[config.mk]
export PLATFORM = sky130hd
export DESIGN_NAME = stack_language_token_transcoder
export DESIGN_NICKNAME = d
export VERILOG_FILES = /design/src/rtl/sltt_pkg.sv /design/src/rtl/stack_language_token_transcoder.sv /design/src/rtl/sltt_xlate.sv
export SDC_FILE = /design/constraint.sdc
export NUM_CORES = 1
export LEC_CHECK = 0
export BUFFER_PORTS_ARGS = -buffer_cell sky130_fd_sc_hd__buf_2
export CAP_MARGIN = 20
export CELL_PAD_IN_SITES_DETAIL_PLACEMENT = 1
export CELL_PAD_IN_SITES_GLOBAL_PLACEMENT = 2
export CORE_UTILIZATION = 40
export DETAILED_ROUTE_END_ITERATION = 7
export PLACE_DENSITY_LB_ADDON = 0.05
export SYNTH_ARGS = -nofsm -noshare
export SYNTH_HDL_FRONTEND = slang
export SYNTH_SLANG_ARGS = --single-unit
[constraint.sdc]
create_clock -name clk_i -period 6.9 [get_ports clk_i]
set_input_delay 0.345 -clock clk_i [delete_from_list [all_inputs] [get_ports clk_i]]
set_output_delay 0.345 -clock clk_i [all_outputs]
set_load 0.01 [all_outputs]
[src/rtl/sltt_pkg.sv]
// Shared types, character codes and the operator lookup function for the token transcoder.
package sltt_pkg;

  localparam int MAX_COMMENT_DEPTH = 255;
  localparam int DepthW = $clog2(MAX_COMMENT_DEPTH + 1) + 1;
  localparam int MaxBytes = 7;
  localparam int CountW = $clog2(MaxBytes + 1);

  localparam logic [7:0] ChEnd      = 8'hFF;
  localparam logic [7:0] ChOpenBr   = 8'h7B;
  localparam logic [7:0] ChCloseBr  = 8'h7D;
  localparam logic [7:0] ChQuote    = 8'h22;
  localparam logic [7:0] ChOpenSq   = 8'h5B;
  localparam logic [7:0] ChCloseSq  = 8'h5D;
  localparam logic [7:0] ChSpace    = 8'h20;
  localparam logic [7:0] ChLf       = 8'h0A;
  localparam logic [7:0] ChCr       = 8'h0D;
  localparam logic [7:0] ChTab      = 8'h09;
  localparam logic [7:0] ChSemi     = 8'h3B;
  localparam logic [7:0] ChComma    = 8'h2C;
  localparam logic [7:0] ChAo       = 8'hF8;
  localparam logic [7:0] ChAb       = 8'hDF;
  localparam logic [7:0] ChLParen   = 8'h28;
  localparam logic [7:0] ChRParen   = 8'h29;
  localparam logic [7:0] ChMinus    = 8'h2D;
  localparam logic [7:0] ChZero     = 8'h30;
  localparam logic [7:0] ChOne      = 8'h31;
  localparam logic [7:0] ChBslash   = 8'h5C;
  localparam logic [7:0] ChColon    = 8'h3A;
  localparam logic [7:0] ChTilde    = 8'h7E;
  localparam logic [7:0] ChUnder    = 8'h5F;
  localparam logic [7:0] ChEqual    = 8'h3D;
  localparam logic [7:0] ChLowS     = 8'h73;
  localparam logic [7:0] ChLowC     = 8'h63;
  localparam logic [7:0] ChLowA     = 8'h61;
  localparam logic [7:0] ChLowO     = 8'h6F;
  localparam logic [7:0] ChLowB     = 8'h62;
  localparam logic [7:0] ChLowZ     = 8'h7A;
  localparam logic [7:0] ChNine     = 8'h39;

  // Expansion of one source byte: up to seven output bytes, entry 0 first.
  typedef struct packed {
    logic [CountW-1:0]            count;
    logic [MaxBytes-1:0][7:0]     bytes;
  } xlate_t;

  typedef struct packed {
    logic       is_op;
    logic       two;
    logic [7:0] c0;
    logic [7:0] c1;
  } op_tok_t;

  function automatic op_tok_t operator_token(input logic [7:0] b);
    op_tok_t t;
    t = '{is_op: 1'b1, two: 1'b0, c0: b, c1: b};
    case (b)
      ChColon:  begin t.two = 1'b1; t.c0 = ChBslash; t.c1 = ChColon; end
      ChTilde:  begin t.two = 1'b1; t.c0 = ChBslash; t.c1 = ChTilde; end
      ChBslash: begin t.two = 1'b1; t.c0 = ChBslash; t.c1 = ChBslash; end
      ChUnder:  t.c0 = ChMinus;
      ChEqual:  begin t.two = 1'b1; t.c0 = ChEqual; t.c1 = ChEqual; end
      8'h21, 8'h2B, 8'h2D, 8'h2A, 8'h2F, 8'h3E, 8'h26, 8'h7C,
      8'h24, 8'h25, 8'h40, 8'h3F, 8'h23, 8'h2E, 8'h5E: t.is_op = 1'b1;
      default:  t.is_op = 1'b0;
    endcase
    return t;
  endfunction

endpackage

[src/rtl/stack_language_token_transcoder.sv]
// Top level of the token transcoder: input handshake, expander and output shift buffer.
// Each accepted source byte is expanded in the same cycle into zero to seven output
// words, which are loaded into a seven-entry output shift buffer and delivered one per
// cycle unless out_stall_i is high, the final word of each byte marked by last_of_run_o.
// A byte of one word or none sustains one input byte per cycle while the output is not
// stalled; a longer expansion holds the input, as the next byte is taken only in the
// cycle the final word leaves. Bytes with no output are accepted on the same terms.
// After an end byte (0xFF) every further byte is accepted and ignored until reset.
module stack_language_token_transcoder (
  input  logic       clk_i,
  input  logic       rst_ni,
  input  logic       in_valid_i,
  output logic       in_stall_o,
  input  logic [7:0] in_byte_i,
  output logic       out_valid_o,
  input  logic       out_stall_i,
  output logic [7:0] out_byte_o,
  output logic       last_of_run_o
);
  import sltt_pkg::*;

  xlate_t                   word;
  logic [MaxBytes-1:0][7:0] buf_q, buf_d;
  logic [CountW-1:0]        rem_q, rem_d;
  logic                     in_accept;
  logic                     out_take;

  sltt_xlate u_xlate (
    .clk_i    (clk_i),
    .rst_ni   (rst_ni),
    .accept_i (in_accept),
    .byte_i   (in_byte_i),
    .word_o   (word)
  );

  assign out_valid_o   = (rem_q != '0);
  assign out_byte_o    = buf_q[0];
  assign last_of_run_o = (rem_q == CountW'(1));
  assign out_take      = out_valid_o && !out_stall_i;
  // Input waits until the buffer is empty or its final word leaves now.
  assign in_stall_o    = (rem_q > CountW'(1)) || (last_of_run_o && out_stall_i);
  assign in_accept     = in_valid_i && !in_stall_o;

  always_comb begin
    buf_d = buf_q;
    rem_d = rem_q;
    if (out_take) begin
      buf_d = {8'h00, buf_q[MaxBytes-1:1]};
      rem_d = rem_q - 1'b1;
    end
    if (in_accept && word.count != '0) begin
      buf_d = word.bytes;
      rem_d = word.count;
    end
  end

  always_ff @(posedge clk_i or negedge rst_ni) begin
    if (!rst_ni) begin
      rem_q <= '0;
    end else begin
      rem_q <= rem_d;
    end
  end

  always_ff @(posedge clk_i) begin
    buf_q <= buf_d;
  end

endmodule

[src/rtl/sltt_xlate.sv]
// Parser state and the combinational expansion of one source byte into output bytes.
module sltt_xlate (
  input  logic                  clk_i,
  input  logic                  rst_ni,
  input  logic                  accept_i,
  input  logic [7:0]            byte_i,
  output sltt_pkg::xlate_t      word_o
);
  import sltt_pkg::*;

  localparam logic signed [DepthW-1:0] DepthMax = DepthW'(MAX_COMMENT_DEPTH);

  logic signed [DepthW-1:0] depth_q, depth_d;
  logic in_string_q, in_string_d;
  logic in_run_q, in_run_d;
  logic sep_q, sep_d;
  logic stopped_q, stopped_d;

  always_comb begin
    logic [MaxBytes-1:0][7:0] bufv;
    logic [CountW-1:0]        n;
    op_tok_t                  tok;
    logic [7:0]               mag;
    logic                     hund;
    logic [6:0]               rem;
    logic [17:0]              prod;
    logic [3:0]               tens;
    logic [3:0]               ones;
    logic                     sets_sep;

    bufv        = '0;
    n           = '0;
    depth_d     = depth_q;
    in_string_d = in_string_q;
    in_run_d    = in_run_q;
    sep_d       = sep_q;
    stopped_d   = stopped_q;
    sets_sep    = 1'b1;
    tok         = operator_token(byte_i);

    // Magnitude of the byte read as a signed number, split into decimal digits.
    mag  = byte_i[7] ? (~byte_i + 8'd1) : byte_i;
    hund = (mag >= 8'd100);
    rem  = hund ? 7'(mag - 8'd100) : mag[6:0];
    prod = 18'(rem) * 18'd205;
    tens = prod[14:11];
    ones = 4'(rem - 7'(tens) * 7'd10);

    if (stopped_q) begin
    end else if (byte_i == ChEnd) begin
      stopped_d = 1'b1;
    end else if (byte_i == ChOpenBr) begin
      if (depth_q < DepthMax) depth_d = depth_q + 1'b1;
    end else if (byte_i == ChCloseBr) begin
      if (depth_q > -DepthMax) depth_d = depth_q - 1'b1;
    end else if (depth_q > 0) begin
    end else if (in_string_q && byte_i != ChQuote) begin
      bufv[n] = byte_i; n = n + 1'b1;
    end else if (byte_i >= ChLowA && byte_i <= ChLowZ) begin
      if (sep_q) begin
        bufv[n] = ChComma; n = n + 1'b1;
        bufv[n] = ChSpace; n = n + 1'b1;
      end
      bufv[n] = byte_i; n = n + 1'b1;
    end else if (byte_i >= ChZero && byte_i <= ChNine) begin
      if (sep_q && !in_run_q) begin
        bufv[n] = ChComma; n = n + 1'b1;
        bufv[n] = ChSpace; n = n + 1'b1;
      end
      bufv[n] = byte_i; n = n + 1'b1;
      in_run_d = 1'b1;
    end else begin
      in_run_d = 1'b0;
      if (byte_i == ChQuote) begin
        in_string_d = !in_string_q;
        if (!in_string_q && sep_q) begin
          bufv[n] = ChComma; n = n + 1'b1;
          bufv[n] = ChSpace; n = n + 1'b1;
        end
        bufv[n] = ChQuote; n = n + 1'b1;
      end else if (byte_i == ChOpenSq) begin
        if (sep_q) begin
          bufv[n] = ChComma; n = n + 1'b1;
          bufv[n] = ChSpace; n = n + 1'b1;
        end
        bufv[n] = ChSpace;  n = n + 1'b1;
        bufv[n] = ChOpenSq; n = n + 1'b1;
        bufv[n] = ChSpace;  n = n + 1'b1;
        sep_d    = 1'b0;
        sets_sep = 1'b0;
      end else if (byte_i == ChCloseSq) begin
        bufv[n] = ChCloseSq; n = n + 1'b1;
        sets_sep = 1'b0;
      end else if (byte_i == ChSpace || byte_i == ChLf || byte_i == ChCr) begin
        bufv[n] = ChSpace; n = n + 1'b1;
        sets_sep = 1'b0;
      end else if (byte_i == ChTab) begin
        bufv[n] = ChTab; n = n + 1'b1;
        sets_sep = 1'b0;
      end else begin
        if (sep_q) begin
          bufv[n] = ChComma; n = n + 1'b1;
          bufv[n] = ChSpace; n = n + 1'b1;
        end
        if (byte_i == ChSemi || byte_i == ChComma || byte_i == ChAo || byte_i == ChAb) begin
          bufv[n] = ChSpace; n = n + 1'b1;
          case (byte_i)
            ChSemi:  begin bufv[n] = ChLowS; n = n + 1'b1; bufv[n] = ChLowC; end
            ChComma: begin bufv[n] = ChLowC; n = n + 1'b1; bufv[n] = ChLowC; end
            ChAo:    begin bufv[n] = ChLowA; n = n + 1'b1; bufv[n] = ChLowO; end
            default: begin bufv[n] = ChLowA; n = n + 1'b1; bufv[n] = ChLowB; end
          endcase
          n = n + 1'b1;
        end else if (tok.is_op) begin
          bufv[n] = ChLParen; n = n + 1'b1;
          bufv[n] = tok.c0;   n = n + 1'b1;
          if (tok.two) begin
            bufv[n] = tok.c1; n = n + 1'b1;
          end
          bufv[n] = ChRParen; n = n + 1'b1;
          bufv[n] = ChSpace;  n = n + 1'b1;
        end else begin
          if (byte_i[7]) begin
            bufv[n] = ChMinus; n = n + 1'b1;
          end
          if (hund) begin
            bufv[n] = ChOne; n = n + 1'b1;
          end
          if (hund || tens != 4'd0) begin
            bufv[n] = ChZero + 8'(tens); n = n + 1'b1;
          end
          bufv[n] = ChZero + 8'(ones); n = n + 1'b1;
        end
      end
      if (sets_sep) sep_d = 1'b1;
    end

    word_o.bytes = bufv;
    word_o.count = n;
  end

  always_ff @(posedge clk_i or negedge rst_ni) begin
    if (!rst_ni) begin
      depth_q     <= '0;
      in_string_q <= 1'b0;
      in_run_q    <= 1'b0;
      sep_q       <= 1'b0;
      stopped_q   <= 1'b0;
    end else if (accept_i) begin
      depth_q     <= depth_d;
      in_string_q <= in_string_d;
      in_run_q    <= in_run_d;
      sep_q       <= sep_d;
      stopped_q   <= stopped_d;
    end
  end

endmodule

==> impl_results.md <==
* F_max at 0.127 GHz
* GR Overflow Total at 0
* Failing checks: setup timing
* Syn nets at 1,013
* Register bit total from synthesis at 68
* Initial antenna violation count at 0
* Worst path slowest cell: fa_1
* Warnings, synthesis at 0
* TritonRoute pass-1 iters at 5
* Die Wd at 141 um
* DIE AREA at 0.0198 mm2
* Vias in the first global route at 9,007
* Share of cells above drive strength 1 at 0.358
* Fin. Hold Viols at 0
* Tcrit/Tclk final at 1.14
* IO Count at 23
* Clock Tree Root: clkbuf_16
* Seq/Total Area, Yosys at 0.255
* First-pass GRT wire length at 54,000 um
* WL final at 36,100 um
* WL met2 at 17,900 um
* Final Worst Setup Slack at -0.961 ns
* P per Cell Area at 484 mW/mm2
* Crit path largest cell delay at 0.53 ns
* Inserted Clock Buffers at 9
* Count of cell types in the netlist at 84
* DP HPWL at 25,000 um
* Crit path max fanout at 4
* Area after DPL at 0.00923 mm2
* Max Cap Viol at 0
* Largest net degree at the start of global routing at 35
* Top routing layer used: met4
* Slew headroom at 0.0826
* Total track usage at 0.360
* Core area at 0.0188 mm2
* Average cell area after synthesis at 8.30 um2
* Ys flop type: edfxtp_1
* Metal3 WL at 2110 um
* WP data required at 7.00 ns
* ANT cells at 0
* Post-route cell area at 0.0108 mm2
* Critical Path Sink Type: register
* Worst EP arrival at 7.96 ns
* CTS HTree Levels at 3
* Min Tclk post-route at 7.86 ns
* # DRC at 0
* Initial core utilization at 0.410
* Worst Setup Path Type: input pin to register
* # rows at 50
* Clock buffer depth at 2
* Initial DRC count at 600
* IO Port Bufs at 22
* CP Launch Type: input pin
* R2r setup slk at 2.37 ns
* Post-synth EDFFs at 52
* Worst slew pin tran at 1.36 ns
* CTS tree: yes
* Vias at 8,584
* Async SR Flop Fraction at 0.235
* GPL Wtd Cong at 1.01
* Leakage Power at 4.62 nW
* CTS sink cnt at 68
* Total power draw at 5.22 mW
* Fin. max-slew vios at 0
* Via/cell ratio at 6.32
* Synthesized area at 0.00770 mm2
* Status: finished, violations left
* M1 WL at 14,600 um
* Area delta synth->final at 40.0%
* RSZ-0062 raised after global routing: yes
* Peak VDD IR at 0.400 mV
* Die height at 141 um
* Total Nets Final at 1,205
* DRT antenna net count at 0
* Clock latency on the worst-skew pair at 0.35 ns
* Worst min-delay path category: input pin to async pin
* Skew final at 0.00905 ns
* Post-Syn Instances at 927
* Detail-routed net length per standard cell at 26.6 um
* Clk slew on worst S/H paths at 0.07 ns
* Final setup viols at 106
[worst paths after layout]
check | start | to | cells after the start
setup / recovery | in_byte_i[0] | buf_q[40] | 43
hold / removal | rst_ni | u_xlate.depth_q[3] | 2
setup reg to reg | u_xlate.sep_q | buf_q[8] | 15
hold reg to reg | u_xlate.depth_q[8] | u_xlate.depth_q[8] | 1
max in group asynchronous | rst_ni | u_xlate.in_run_q | 2
min in group clk_i | out_stall_i | rem_q[2] | 4
[flip-flops by register name (all words and copies together) (netlist names)]
signal	flops
u_xlate.stopped_q	1
u_xlate.sep_q	1
u_xlate.in_run_q	1
buf_q	44
u_xlate.depth_q	9
out_byte_o	8
rem_q	3
u_xlate.in_string_q	1
[layout make-up]
class,count,area (um2)
Clock inverter,7,75.1
Multi-Input combinational cell,742,6010
Clock buffer,9,225
Timing Repair Buffer,240,1990
Inverter,58,221
Tap cell,234,293
Fill cell,2112,7990
Sequential cell,68,1960
[per-stage QoR]
stage                      util  hold slack, ns  setup TNS, ns  worst slack (ns)  cells
after CTS                 0.565           0.435         -73.89            -0.757   1350
after global placement    0.492           0.276        -112.57             -1.13   1274
after global routing      0.574           0.523        -113.20             -1.17   1358
after floorplan               -          0.0494        -103.62             -1.05    927
after detailed placement  0.492           0.299        -142.99             -1.43   1274
final                     0.574           0.456         -91.07            -0.961   1358
[per-layer routing]
layer	global-route usage	vias up
met5	0	-
met3	0.0537	92
met2	0.620	332
met1	0.450	4290
met4	0.149	0
li1	-	3870
[Yosys cell counts, types with 8 or more instances]
cell type	count	area (um2)
a21oi_1	78	390
nand2_1	74	278
nor2_1	66	248
ha_1	64	801
inv_1	58	218
edfxtp_1	52	1560
nand3_1	50	250
o21ai_0	40	200
clkbuf_1	38	143
nor3_1	20	100
and3_1	17	106
xnor2_1	17	149
dfrtp_1	16	400
or3_1	16	100
mux2_1	15	169
a31oi_1	13	81.3
o31ai_1	13	97.6
nand2b_1	12	75.1
a21o_1	11	82.6
or2_2	11	68.8
xor2_1	11	96.3
fa_1	10	200
o21ai_1	10	50.1
o22ai_1	10	62.6
a211oi_1	9	67.6
buf_4	9	67.6
mux2_2	9	101
mux2i_1	9	90.1
nand4_1	9	56.3
nor2b_1	9	56.3
nor4_1	9	56.3
o2111ai_1	9	78.8
o221ai_1	8	70.1
[what timing repair did]
item	CTS	global route
resized for setup	102	48
gates cloned	11	3
setup buffers	51	17
hold endpoints to repair	16	0
hold buffers	1	0
pin swaps	48	35
endpoints found under the setup margin	106	106
[report_power, final]
part / switching [mW] / internal [mW]
clock: 0.203 / 0.282
sequential: 0.0963 / 0.701
combinational: 2.14 / 1.80
[kinds of logic (layout without fill, tap and decap cells)]
| family | Yosys count | count (layout) | share of synthesized area |
|---|---|---|---|
| multiplexers | 33 | 33 | 0.0468 |
| AND/OR/NAND/NOR | 320 | 321 | 0.210 |
| buffers and inverters | 118 | 314 | 0.0663 |
| AO/OA/AOI/OAI | 284 | 284 | 0.258 |
| flip-flops | 68 | 68 | 0.255 |
| adder cells (fa/ha/maj) | 74 | 74 | 0.130 |
| other | 1 | 1 | 0.000487 |
| XOR/XNOR | 29 | 29 | 0.0340 |
[critical path, delay by kind of cell]
family	cells	cell delay [ns]
AOI/OAI and AO/OA	11	1.88
xor gates and xnor gates	3	0.58
adders and majority gates	7	2.16
buffers and inverters	13	1.36
muxes	1	0.31
and+or+nand+nor	8	1.27
[placed cells by master (no fill, tap or decap), types with 8 or more instances in the layout]
master,netlist,routed
a211oi_1,9,8
a21o_1,11,11
a21oi_1,78,69
a31oi_1,13,13
and3_1,17,10
buf_2,3,21
buf_4,9,176
buf_6,4,31
clkbuf_16,0,11
dfrtp_1,16,16
edfxtp_1,52,52
fa_1,10,9
ha_1,64,54
ha_4,0,9
inv_1,58,51
mux2_2,9,9
mux2_4,0,12
mux2i_1,9,8
nand2_1,74,71
nand2b_1,12,11
nand3_1,50,44
nand4_1,9,9
nor2_1,66,62
nor2b_1,9,9
nor3_1,20,17
nor4_1,9,9
o21ai_0,40,34
o21ai_2,0,9
o221ai_1,8,8
o22ai_1,10,9
o31ai_1,13,8
or2_2,11,10
or3_1,16,13
xnor2_1,17,13
xor2_1,11,10
Note: power is estimated with default switching activity, not from simulation.
